==> src/dsw_pkg.sv <==
`timescale 1ns / 1ps

package dsw_pkg;

	// Format kinds carried by a request.
	localparam logic [2:0] KIND_HEX = 3'd0;
	localparam logic [2:0] KIND_U8  = 3'd1;
	localparam logic [2:0] KIND_S8  = 3'd2;
	localparam logic [2:0] KIND_U16 = 3'd3;
	localparam logic [2:0] KIND_S16 = 3'd4;

	// Highest digit register written by each decimal kind.
	localparam logic [2:0] TOP_U8  = 3'd3;
	localparam logic [2:0] TOP_S8  = 3'd4;
	localparam logic [2:0] TOP_U16 = 3'd5;
	localparam logic [2:0] TOP_S16 = 3'd6;

	// Segment patterns that are not digits.
	localparam logic [7:0] MINUS_GLYPH = 8'h01;
	localparam logic [7:0] BLANK_GLYPH = 8'h00;

	// Reciprocal of ten, exact for every 16-bit dividend.
	localparam logic [15:0] RECIP_TEN  = 16'd52429;
	localparam int          RECIP_SHIFT = 19;

	// Queue between front and back; depth is a power of two.
	localparam int QUEUE_DEPTH = 2;
	localparam int QPTR_W      = $clog2(QUEUE_DEPTH);

	typedef struct packed {
		logic [2:0]  kind;
		logic [15:0] value;
		logic [7:0]  digit_position;
	} request_t;

	typedef struct packed {
		logic [7:0] digit_register;
		logic [7:0] segment_pattern;
		logic       last;
	} result_t;

	// One classified job as it waits in the queue.
	typedef struct packed {
		logic        is_hex;
		logic [7:0]  hex_register;
		logic [7:0]  hex_pattern;
		logic [15:0] magnitude;
		logic        negative;
		logic [2:0]  top;
	} job_t;

	// Glyph for one hexadecimal digit, order DP A B C D E F G.
	function automatic logic [7:0] glyph(input logic [3:0] digit);
		logic [7:0] pat;
		case (digit)
			4'h0: pat = 8'h7E;
			4'h1: pat = 8'h30;
			4'h2: pat = 8'h6D;
			4'h3: pat = 8'h79;
			4'h4: pat = 8'h33;
			4'h5: pat = 8'h5B;
			4'h6: pat = 8'h5F;
			4'h7: pat = 8'h70;
			4'h8: pat = 8'h7F;
			4'h9: pat = 8'h7B;
			4'hA: pat = 8'h77;
			4'hB: pat = 8'h1F;
			4'hC: pat = 8'h4E;
			4'hD: pat = 8'h3D;
			4'hE: pat = 8'h4F;
			default: pat = 8'h47;
		endcase
		return pat;
	endfunction

endpackage

==> src/decimal_to_seven_segment_writes.sv <==
`timescale 1ns / 1ps
// The first write of a request passes through the queue, the back-end job registers and the
// output register. One digit-register write per cycle while work is queued; a hex request gives
// one write, decimal kinds one per register from one up to the top, stepped by the back-end sequencer.
// A two-entry queue lets a new request be taken while the back end still works on older ones.
// The receiver cannot stall; results are strobed for one cycle each. Unused kinds give none.
// Reset (arst_n low, asynchronous) empties the queue and clears the strobe; no clearing pass.

module decimal_to_seven_segment_writes (
	input  logic              clk,
	input  logic              arst_n,
	input  logic              start,
	output logic              busy,
	input  dsw_pkg::request_t request,
	output logic              strobe,
	output dsw_pkg::result_t  result
);
	import dsw_pkg::*;

	logic take;
	logic push;
	job_t push_job;
	logic pop;
	logic empty;
	logic full;
	job_t head;

	assign busy = full;
	assign take = start && !full;

	// Front end: classify the request.
	dsw_front u_front (
		.request (request),
		.take    (take),
		.push    (push),
		.job     (push_job)
	);

	// Queue between front and back.
	dsw_queue u_queue (
		.clk      (clk),
		.arst_n   (arst_n),
		.push     (push),
		.push_job (push_job),
		.pop      (pop),
		.empty    (empty),
		.full     (full),
		.head     (head)
	);

	// Back end: issue the register writes.
	dsw_back u_back (
		.clk    (clk),
		.arst_n (arst_n),
		.empty  (empty),
		.head   (head),
		.pop    (pop),
		.strobe (strobe),
		.result (result)
	);

endmodule

==> src/dsw_front.sv <==
`timescale 1ns / 1ps

module dsw_front (
	input  dsw_pkg::request_t request,
	input  logic              take,
	output logic              push,
	output dsw_pkg::job_t     job
);
	import dsw_pkg::*;

	// Classify the request: magnitude, sign and top register per kind.
	always_comb begin
		job              = '0;
		job.hex_register = request.digit_position;
		job.hex_pattern  = (request.value[15:4] == 12'd0) ? glyph(request.value[3:0])
		                                                  : BLANK_GLYPH;
		push             = take;
		case (request.kind)
			KIND_HEX: begin
				job.is_hex = 1'b1;
			end
			KIND_U8: begin
				job.magnitude = {8'd0, request.value[7:0]};
				job.top       = TOP_U8;
			end
			KIND_S8: begin
				job.negative  = request.value[7];
				job.magnitude = request.value[7]
				                ? {8'd0, 8'(~request.value[7:0] + 8'd1)}
				                : {8'd0, request.value[7:0]};
				job.top       = TOP_S8;
			end
			KIND_U16: begin
				job.magnitude = request.value;
				job.top       = TOP_U16;
			end
			KIND_S16: begin
				job.negative  = request.value[15];
				job.magnitude = request.value[15] ? 16'(~request.value + 16'd1)
				                                  : request.value;
				job.top       = TOP_S16;
			end
			default: begin
				// Unused kinds are dropped here and cause no writes.
				push = 1'b0;
			end
		endcase
	end

endmodule

==> src/dsw_queue.sv <==
`timescale 1ns / 1ps

module dsw_queue (
	input  logic          clk,
	input  logic          arst_n,
	input  logic          push,
	input  dsw_pkg::job_t push_job,
	input  logic          pop,
	output logic          empty,
	output logic          full,
	output dsw_pkg::job_t head
);
	import dsw_pkg::*;

	job_t              entries_q [QUEUE_DEPTH];
	logic [QPTR_W-1:0] wr_ptr_q;
	logic [QPTR_W-1:0] rd_ptr_q;
	logic [QPTR_W:0]   count_q;

	assign empty = (count_q == '0);
	assign full  = (count_q == (QPTR_W+1)'(QUEUE_DEPTH));
	assign head  = entries_q[rd_ptr_q];

	// Pointers and fill count.
	always_ff @(posedge clk or negedge arst_n) begin
		if (!arst_n) begin
			wr_ptr_q <= '0;
			rd_ptr_q <= '0;
			count_q  <= '0;
		end else begin
			if (push) begin
				wr_ptr_q <= wr_ptr_q + 1'b1;
			end
			if (pop) begin
				rd_ptr_q <= rd_ptr_q + 1'b1;
			end
			if (push && !pop) begin
				count_q <= count_q + 1'b1;
			end else if (pop && !push) begin
				count_q <= count_q - 1'b1;
			end
		end
	end

	// Entry storage.
	always_ff @(posedge clk) begin
		if (push) begin
			entries_q[wr_ptr_q] <= push_job;
		end
	end

endmodule

==> src/dsw_back.sv <==
`timescale 1ns / 1ps

module dsw_back (
	input  logic             clk,
	input  logic             arst_n,
	input  logic             empty,
	input  dsw_pkg::job_t    head,
	output logic             pop,
	output logic             strobe,
	output dsw_pkg::result_t result
);
	import dsw_pkg::*;

	logic        active_q;
	logic        strobe_q;
	result_t     result_q;
	logic        is_hex_q;
	logic [7:0]  hex_register_q;
	logic [7:0]  hex_pattern_q;
	logic [15:0] mag_q;
	logic        neg_q;
	logic [2:0]  top_q;
	logic [2:0]  reg_q;
	logic        digits_done_q;
	logic        minus_done_q;

	logic [31:0] product;
	logic [15:0] quotient;
	logic [15:0] remainder;
	result_t     write_d;
	logic        write_last;

	// Divide the running magnitude by ten with a reciprocal multiply.
	always_comb begin
		product   = 32'(mag_q) * 32'(RECIP_TEN);
		quotient  = 16'(product >> RECIP_SHIFT);
		remainder = mag_q - 16'((quotient << 3) + (quotient << 1));
	end

	// Select the write for this cycle: hex glyph, digit, minus or blank.
	always_comb begin
		if (is_hex_q) begin
			write_d.digit_register  = hex_register_q;
			write_d.segment_pattern = hex_pattern_q;
			write_d.last            = 1'b1;
		end else begin
			write_d.digit_register = {5'd0, reg_q};
			write_d.last           = (reg_q == top_q);
			if (!digits_done_q) begin
				write_d.segment_pattern = glyph(remainder[3:0]);
			end else if (neg_q && !minus_done_q) begin
				write_d.segment_pattern = MINUS_GLYPH;
			end else begin
				write_d.segment_pattern = BLANK_GLYPH;
			end
		end
		write_last = active_q && write_d.last;
		pop        = !empty && (!active_q || write_last);
	end

	// Job and output control.
	always_ff @(posedge clk or negedge arst_n) begin
		if (!arst_n) begin
			active_q <= 1'b0;
			strobe_q <= 1'b0;
		end else begin
			active_q <= pop || (active_q && !write_last);
			strobe_q <= active_q;
		end
	end

	// Job registers: load from the queue, then step one register per cycle.
	always_ff @(posedge clk) begin
		if (active_q) begin
			result_q <= write_d;
		end
		if (pop) begin
			is_hex_q       <= head.is_hex;
			hex_register_q <= head.hex_register;
			hex_pattern_q  <= head.hex_pattern;
			mag_q          <= head.magnitude;
			neg_q          <= head.negative;
			top_q          <= head.top;
			reg_q          <= 3'd1;
			digits_done_q  <= 1'b0;
			minus_done_q   <= 1'b0;
		end else if (active_q) begin
			mag_q         <= quotient;
			reg_q         <= reg_q + 3'd1;
			digits_done_q <= digits_done_q || (quotient == 16'd0);
			minus_done_q  <= minus_done_q || (digits_done_q && neg_q);
		end
	end

	assign strobe = strobe_q;
	assign result = result_q;

endmodule

==> config.mk <==
export PLATFORM = sky130hd
export DESIGN_NAME = decimal_to_seven_segment_writes
export DESIGN_NICKNAME = d
export VERILOG_FILES = /design/src/dsw_pkg.sv /design/src/decimal_to_seven_segment_writes.sv /design/src/dsw_front.sv /design/src/dsw_queue.sv /design/src/dsw_back.sv
export SDC_FILE = /design/constraint.sdc
export NUM_CORES = 1
export LEC_CHECK = 0
export ABC_CLOCK_PERIOD_IN_PS = 6600
export BUFFER_PORTS_ARGS = -buffer_cell sky130_fd_sc_hd__buf_2
export CORE_ASPECT_RATIO = 1.75
export CORE_UTILIZATION = 57
export DETAILED_ROUTE_END_ITERATION = 7
export PLACE_DENSITY = 0.78
export SYNTH_ARGS = -nofsm -noshare
export SYNTH_HDL_FRONTEND = slang
export SYNTH_HIERARCHICAL = 1
export SYNTH_SLANG_ARGS = --single-unit
==> constraint.sdc <==
create_clock -name clk -period 6.6 [get_ports clk]
set_input_delay 1.98 -clock clk [delete_from_list [all_inputs] [get_ports clk]]
set_output_delay 1.98 -clock clk [all_outputs]
set_load 0.005 [all_outputs]
* After elaboration in Yosys (flattened, before gate mapping)
Memory sizes are Yosys's and may differ from the RTL's.
Index checks and enable logic that the tools add are counted.
** Storage, ports and cells
- Output and inout port bits :: 19
- Logic and storage cells :: 82
- RAM bits :: 74
- Bits of input ports :: 30
- Register bits :: 65
- Memories kept :: 3
- Memory bits (read-only) :: 224
** Cells by class
- Multipliers :: 1
- Reduce and logical (&&, ||, !) cells :: 26
- Muxes and demuxes :: 17
- Bitwise gates (word level) :: 2
- Add/sub/neg operators :: 9
- Equal/unequal tests :: 6
** Memories
- (name not given) :: words 16, width 7, rd ports 1, clocked after Yosys merged registers in 0, write ports 0, line dsw_pkg.sv:55 : case (digit)
- (name not given) :: words 16, width 7, rd ports 1, clocked after Yosys merged registers in 0, write ports 0, line dsw_pkg.sv:55
- u_queue.entries_q :: words 2, width 37, rd ports 1, clocked after Yosys merged registers in 0, write ports 1, line dsw_queue.sv:15 : job_t entries_q [QUEUE_DEPTH];
** Operator list (number)
- $pmux 16 s4 :: 1
- $mux 16 :: 3
- $mul 16x16->32 const B :: 1
- $mux 8 :: 3
- $add 16x1->16 const B :: 1
- $logic_not 16->1 :: 1
- $not 16->16 :: 1
- $logic_not 12->1 :: 1
- $mux 12 :: 1
- $pmux 3 s4 :: 1
- $add 8x1->8 const B :: 1
- $logic_and 1x1->1 :: 8
- $not 8->8 :: 1
- $logic_not 1->1 :: 7
- $eq 3x2->1 const B :: 2
- $mux 1 :: 5
- $reduce_or 5->1 :: 1
- $add 4x4->4 :: 1
- $logic_or 1x1->1 :: 4
- $mux 2 :: 2
- $reduce_bool 2->1 :: 2
- $sub 4x4->4 :: 1
- $add 3x1->3 const B :: 1
- $eq 3x1->1 const B :: 1
- 9 further kinds :: 10

* Depth between registers and ports, before layout
Gate-level depths: netlist of run 1.
An unclocked memory read counts as a cell.
- Word-level depth :: 12
- Mapped depth :: 27
- Depth with buffers taken out :: 26

* Hierarchy
Netlist of run 1, hierarchy kept.
** By module, submodules not included
- dsw_back :: seq. area each 1771.7 um2, cells an instance 708, area an instance 7444.6 um2, instances 1
- dsw_queue :: seq. area each 2322.2 um2, cells an instance 131, area an instance 2939.1 um2, instances 1
- dsw_front :: seq. area each 0.0 um2, cells an instance 154, area an instance 960.9 um2, instances 1
- decimal_to_seven_segment_writes :: seq. area each 0.0 um2, cells an instance 1, area an instance 13.8 um2, instances 1

* Least setup slack after synthesis of run 1
No wires, ideal clock.
- Path kind :: reg-to-reg
- Start point :: register u_back.mag_q[7]
- End point :: register u_back.result_q, in the netlist u_back/result[2] (data pin)
- Arrival time :: 6.543 ns
- Setup slack :: -0.200 ns
- Cell stages (with the launch flop) :: 24
- Library setup time :: 0.257 ns
- Data required time :: 6.343 ns
- Path buffers :: 0
- Period minus slack after synthesis :: 6.800 ns
- Cells stage by stage :: edfxtp_1 -> ha_1 -> inv_1 -> fa_1 -> inv_1 -> fa_1 -> fa_1 -> fa_1 -> inv_1 -> fa_1 -> inv_1 -> ha_1 -> a211oi_1 -> o21ai_1 -> a311oi_2 -> a21oi_2 -> a21oi_1 -> xnor2_1 -> ha_1 -> a21boi_0 -> mux2i_1 -> xnor3_2 -> or3_1 -> a32o_1
** RTL lines
- start: declaration :: line dsw_back.sv:20 : logic [15:0] mag_q;
- start signal: assignment :: line dsw_back.sv:81 : mag_q <= head.magnitude;
- start signal: assignment :: line dsw_back.sv:88 : mag_q <= quotient;
- end signal: assignment :: line dsw_back.sv:75 : result_q <= write_d;
- end: declaration :: line dsw_back.sv:16 : result_t result_q;

==> run summary, run 1 <==
Final worst path period share: 0.977
Die Footprint: 20,500 µm²
Seq cells post-synth: 139
Count leader, synth: inv_1
Hold Vio Cnt, Final: 0
Synth cell count leaders: inv_1, ha_1, edfxtp_1
Die height: 189 µm
Seq/Total Area, Yosys: 0.360
Number of buffers created by CTS: 25
Clk Latency, worst-skew pair: 0.45 ns
Max-cap violation count: 0
Worst Setup End Kind: register
Count of boundary I/O pins: 49
Avg WL per Cell: 19.3 µm
1st-iter DRT viols: 353
Initial antenna violation count: 0
Worst Max-Slew Pin Slew: 1.11 ns
Crit start category: register
RSZ-0062 raised after global routing: yes
CTS clk-pin slew, worst paths: 0.05 ns
Peak Freq: 155 MHz
Post-Syn Area: 11,400 µm²
# diodes: 0
Vias in the first global route: 8,324
H-tree depth: 4
Syn nets: 1,252
Fin cells: 1,360
CTS Sinks: 139
DRC: 0
Layout net count: 1,367
Post-layout util: 0.675
Critical path arrival: 6.64 ns
GRT Total Usage: 0.272
Syn-to-layout area delta: 16.8%
Rel. slew slack: 0.261
# rows: 68
Total Wirelength: 26.2 mm
Async set-reset flop share out of synthesis: 0.0432
Post-synth EDFFs: 128
YS warnings: 6
GRT overflow: 0
Global-route wire length before repair: 41.6 mm
Largest net degree at the start of global routing: 53
Status: completed
Post-synth top area share: 0.338
Final Max Tran Viols: 0
Vias per inst: 5.67
Die extent in x: 109 µm
Syn_area_per_cell: 11.4 µm²
Vias: 7,706
Synth cell types: 77
Placed Area: 12,100 µm²
Core area: 19,700 µm²
Final setup fails: 0
TritonCTS clock tree: done
Starting Density: 0.578
Final Skew: 0.0131 ns
Drt first pass iters: 5
Buffer depth of the longest clock path: 3
Gpl congestion: 0.971
Post-DRT Antenna Nets: 0
Crit path required time: 6.79 ns
Area contributors post-synth: edfxtp_1, ha_1, fa_1, inv_1, mux2_4
Layout cells sized above 1: 0.239
Filler instances: 1,387
Root Driver: clkbuf_16
DP Cell Count: 1,307
Design area: 13,300 µm²
Area leader, netlist: edfxtp_1
Post-Syn Instances: 994
Final HPWL DP: 20.3 mm
Crit Path Category: reg -> reg
Min Tclk post-route: 6.45 ns
Critical Path Fanout Max: 7
Hold Crit Class: reg -> reg
I/O Buffers: 48
Top FF cell, synth: edfxtp_1
-- state kept, by name, indices dropped and copies added (netlist names) --
signal	cells
u_back/is_hex_q	1
u_back/result	17
u_back/active_q	1
u_queue/rd_ptr_q	1
u_queue/entries_q	74
u_back/hex_pattern_q	8
u_back/neg_q	1
u_queue/wr_ptr_q	1
u_back/top_q	3
u_back/digits_done_q	1
u_back/strobe	1
u_queue/count_q	2
u_back/mag_q	16
u_back/hex_register_q	8
u_back/reg_q	3
u_back/minus_done_q	1
-- cell type report --
type | count | area, µm² | area share
Multi-Input combinational cell | 625 | 6660 | 0.502
Timing Repair Buffer | 120 | 796 | 0.0600
Sequential cell | 139 | 4100 | 0.309
Clock buffer | 26 | 629 | 0.0474
Clock inverter | 7 | 36.3 | 0.00273
Tap cell | 245 | 307 | 0.0231
Inverter | 198 | 743 | 0.0560
-- worst max-delay path: stages, from the launching register on --
cell      delay (ns)
edfxtp_1        0.40
buf_4           0.16
ha_4            0.26
inv_2           0.04
fa_1            0.48
inv_2           0.04
fa_1            0.52
fa_1            0.43
fa_1            0.56
inv_2           0.05
fa_1            0.51
inv_2           0.05
ha_4            0.23
a211oi_2        0.17
o21ai_1         0.10
a311oi_2        0.27
a21oi_2         0.12
a21oi_2         0.18
xnor2_2         0.11
ha_4            0.30
a21boi_2        0.05
mux2i_1         0.15
xnor3_2         0.35
nand2_2         0.13
mux2_4          0.32
a22o_1          0.21
-- worst paths after layout --
| kind | from | endpoint | slack [ns] | cells after the start |
|---|---|---|---|---|
| max | u_back/mag_q[8] | u_back/result[6] | 0.15 | 25 |
| min | u_queue/count_q[1] | u_queue/count_q[1] | 0.48 | 1 |
| max reg2reg | u_back/mag_q[8] | u_back/result[6] | 0.15 | 25 |
| min reg2reg | u_queue/count_q[1] | u_queue/count_q[1] | 0.48 | 1 |
| max in group asynchronous | arst_n | u_queue/rd_ptr_q | 5.03 | 1 |
| min in group asynchronous | arst_n | u_queue/wr_ptr_q | 1.36 | 1 |
-- stage by stage --
stage / worst slack [ns] / TNS (ns) / hold slack, ns
after floorplan: 0.00528 / 0 / 0.437
after global placement: 0.0128 / 0 / 0.453
after detailed placement: -0.127 / -0.562 / 0.477
after CTS: 0.00362 / 0 / 0.483
after global routing: -0.0760 / -0.190 / 0.513
final: 0.150 / 0 / 0.485
-- cell families after synthesis --
logic type,after synthesis,synth area share
flip-flops,139,0.360
AND/OR/NAND/NOR,161,0.0774
adder cells (fa/ha/maj),228,0.303
XOR/XNOR,35,0.0283
AO/OA/AOI/OAI,144,0.0863
multiplexers,56,0.0611
buffers and inverters,230,0.0827
other,1,0.000330
-- cell usage in the layout (no fill, tap or decap), types with 19 or more instances in the layout --
cell,count
xor2_1,20
mux2_2,26
clkbuf_16,25
inv_1,191
ha_4,19
nor2_1,32
edfxtp_1,128
nand2_1,40
a21oi_1,33
ha_1,126
o21ai_0,29
mux2_4,21
buf_2,48
fa_1,77
buf_4,68
-- per-layer routing --
metal	GRT usage	part of all wire	vias to the layer above
met1	0.268	0.33	3751
met5	0	0	-
met4	0.191	0.081	0
li1	-	-	3605
met2	0.513	0.55	235
met3	0.0263	0.029	115
-- timing repair --
action,4_1_cts,5_1_grt
pin swaps,28,26
hold endpoints to repair,0,0
endpoints found under the setup margin,8,10
gates resized for setup,27,27
hold buffers,0,0
setup buffers,10,10
Power of run 1 is not shown: default switching activity piles up to over one toggle a cycle in this logic, so the estimate is an artifact.
==> run 2: changes to the inputs <==
--- a/config.mk
+++ b/config.mk
@@ -7,10 +7,13 @@
 export LEC_CHECK = 0
 export ABC_CLOCK_PERIOD_IN_PS = 6600
 export BUFFER_PORTS_ARGS = -buffer_cell sky130_fd_sc_hd__buf_2
+export CELL_PAD_IN_SITES_DETAIL_PLACEMENT = 2
+export CELL_PAD_IN_SITES_GLOBAL_PLACEMENT = 2
 export CORE_ASPECT_RATIO = 1.75
-export CORE_UTILIZATION = 57
+export CORE_UTILIZATION = 39
 export DETAILED_ROUTE_END_ITERATION = 7
-export PLACE_DENSITY = 0.78
+export PLACE_DENSITY_LB_ADDON = 0.1
+export SETUP_SLACK_MARGIN = 0.3
 export SYNTH_ARGS = -nofsm -noshare
 export SYNTH_HDL_FRONTEND = slang
 export SYNTH_HIERARCHICAL = 1
==> run 2 against run 1 <==
- the flow now finishes with violations (negative setup slack)
- wire length is 34% higher
- first-iteration DRC count is 39% lower
- cell count is 11% higher
- flip-flop and latch count stayed put
- via count is 2.5% higher
- register-to-register slack worse by 0.28 ns
- hold slack worse by 0.0028 ns
- critical endpoint is now u_back/result[2]
- highest routed layer unchanged
==> run summary, run 2 (synthesis gave the netlist of run 1 again) <==
Commonest non-fill, non-tap cells in the layout: inv_1, edfxtp_1, ha_1
Crit Path Category: reg -> reg
Core area: 28,600 µm² (+46%)
Hold Vio Cnt, Final: 0 (unchanged)
Critical path arrival: 6.91 ns (+0.27 ns)
DP Cell Count: 1,442 (+10%)
Hold Crit Class: reg -> reg
Critical Path Fanout Max: 3 (-4)
Number of buffers created by CTS: 17 (-32%)
Fin cells: 1,512 (+11%)
Peak Freq: 149 MHz (-4.1%)
1st-iter DRT viols: 217 (-39%)
Layout cells sized above 1: 0.274 (+0.0348)
CTS Sinks: 139 (unchanged)
Pre-CTS setup slack: -0.104 ns (+0.0233 ns)
Vias per inst: 5.22 (-7.8%)
Bufs and invs on worst path: 10 (+5)
Gpl congestion: 0.872 (-10%)
GRT Total Usage: 0.245 (-0.0267)
# rows: 82 (+21%)
Setup ws final: -0.125 ns (-0.275 ns)
Post-DRT Antenna Nets: 0 (unchanged)
Root Driver: clkbuf_16
Max-cap violation count: 0 (unchanged)
Vias in the first global route: 9,248 (+11%)
Die Footprint: 29,800 µm² (+45%)
I/O Buffers: 48 (unchanged)
Filler instances: 2,903 (+110%)
Avg WL per Cell: 23.3 µm (+21%)
Crit path required time: 6.79 ns (about the same)
Multi-input logic area: 6790 µm² (+2.0%)
Commonest non-fill, non-tap cell in the layout: inv_1
Clk Latency, worst-skew pair: 0.43 ns (-0.02 ns)
CP delay by family, top: adder cells
Worst Max-Slew Pin Slew: 1.11 ns (+0.00544 ns)
Violated checks: negative setup slack
TritonCTS clock tree: done
Final worst path period share: 1.02 (+0.0417)
Largest register by flop count: u_queue/entries_q
Reg area: 4100 µm² (unchanged)
Buffer depth of the longest clock path: 2 (-1)
Layout net count: 1,379 (+0.88%)
Total Wirelength: 35.2 mm (+34%)
Final Max Tran Viols: 0 (unchanged)
Final setup fails: 7 (+7)
Largest net degree at the start of global routing: 53 (unchanged)
CP max-delay cell: fa_1
Initial antenna violation count: 0 (unchanged)
Syn-to-layout area delta: 20.6%
# diodes: 0 (unchanged)
Min Tclk post-route: 6.73 ns (+0.275 ns)
CP max stage delay: 0.55 ns (about the same)
Global-route wire length before repair: 53.1 mm (+28%)
DRC: 0 (unchanged)
Die extent in x: 131 µm (+21%)
Count of boundary I/O pins: 49 (unchanged)
CTS Hold Bufs: 0 (unchanged)
Drt first pass iters: 4 (-1)
H-tree depth: 4 (unchanged)
Worst Setup End Kind: register
CTS clk-pin slew, worst paths: 0.07 ns (+0.02 ns)
GRT overflow: 0 (unchanged)
Max reg flops: 74 (unchanged)
Final HPWL DP: 27.4 mm (+35%)
Status: finished, violations left
Vias: 7,896 (+2.5%)
RSZ-0062 raised after global routing: yes
Crit start category: register
Die height: 228 µm (+21%)
Rel. slew slack: 0.256 (-0.00520)
Final Skew: 0.00714 ns (-0.00599 ns)
Starting Density: 0.397 (-0.181)
[run 2: cell types whose count changed in the layout (fill, tap and decap cells not counted), moves of 4 or more]
cell	previous run	this run
buf_4	68	81
clkbuf_16	25	17
inv_8	0	5
inv_1	191	186
inv_6	0	4
inv_2	7	12
buf_6	4	11
[run 2: path summary, 6_finish.rpt]
check / start / endpoint / slack (ns) / depth (start not counted)
max: u_back/mag_q[8] / u_back/result[2] / -0.13 / 27
min reg2reg: u_back/minus_done_q / u_back/minus_done_q / 0.48 / 2
max in group asynchronous: arst_n / u_queue/rd_ptr_q / 5.04 / 1
min in group asynchronous: arst_n / u_queue/rd_ptr_q / 1.38 / 1
max reg2reg: u_back/mag_q[8] / u_back/result[2] / -0.13 / 27
min: u_back/minus_done_q / u_back/minus_done_q / 0.48 / 2
[run 2: layout make-up]
cell class	count	share of cell area
multi-input cells	625	0.496
well taps	378	0.0345
clock inverters	15	0.0146
repair buffers	140	0.0710
clock buffers	17	0.0310
inverters	198	0.0542
flip-flops and latches	139	0.299
[run 2: metal layers]
metal,track usage,vias to the layer above,routed length (µm)
met1,0.228,4053,11600
met5,0,-,0
met3,0.0342,83,712
li1,-,3638,-
met2,0.476,122,20300
met4,0.161,0,2610
[run 2: through the flow]
| stage | instance area, µm² | util | hold WS, ns | setup TNS [ns] |
|---|---|---|---|---|
| finish | 13700 | 0.479 | 0.482 | -0.433 |
| global route | 13700 | 0.479 | 0.520 | -1.90 |
| CTS | 13300 | 0.466 | 0.489 | 0 |
| detailed placement | 12400 | 0.433 | 0.472 | -0.429 |
| global placement | 12400 | 0.433 | 0.456 | 0 |
| floorplan | 11400 | - | 0.437 | 0 |
[run 2: worst reg2reg max path, stage by stage, from the launching register on]
cell      delay [ns]
edfxtp_1        0.40
buf_4           0.17
ha_4            0.27
inv_2           0.06
fa_1            0.55
inv_1           0.07
fa_1            0.51
fa_1            0.45
fa_1            0.51
inv_1           0.07
fa_1            0.53
inv_2           0.05
ha_4            0.24
buf_4           0.14
nand2_1         0.08
o21ai_2         0.06
a311oi_2        0.32
a21oi_2         0.13
a21oi_2         0.21
xnor2_2         0.16
ha_4            0.25
buf_4           0.13
buf_4           0.13
buf_6           0.13
xnor2_4         0.14
buf_4           0.16
or3_1           0.31
a32o_1          0.27
[run 2: repair_timing]
action,CTS,global route
gates resized for setup,31,47
pin swaps,18,42
buffers inserted,20,18
setup endpoints to repair,11,11
Power of run 2 is left out for the same reason.
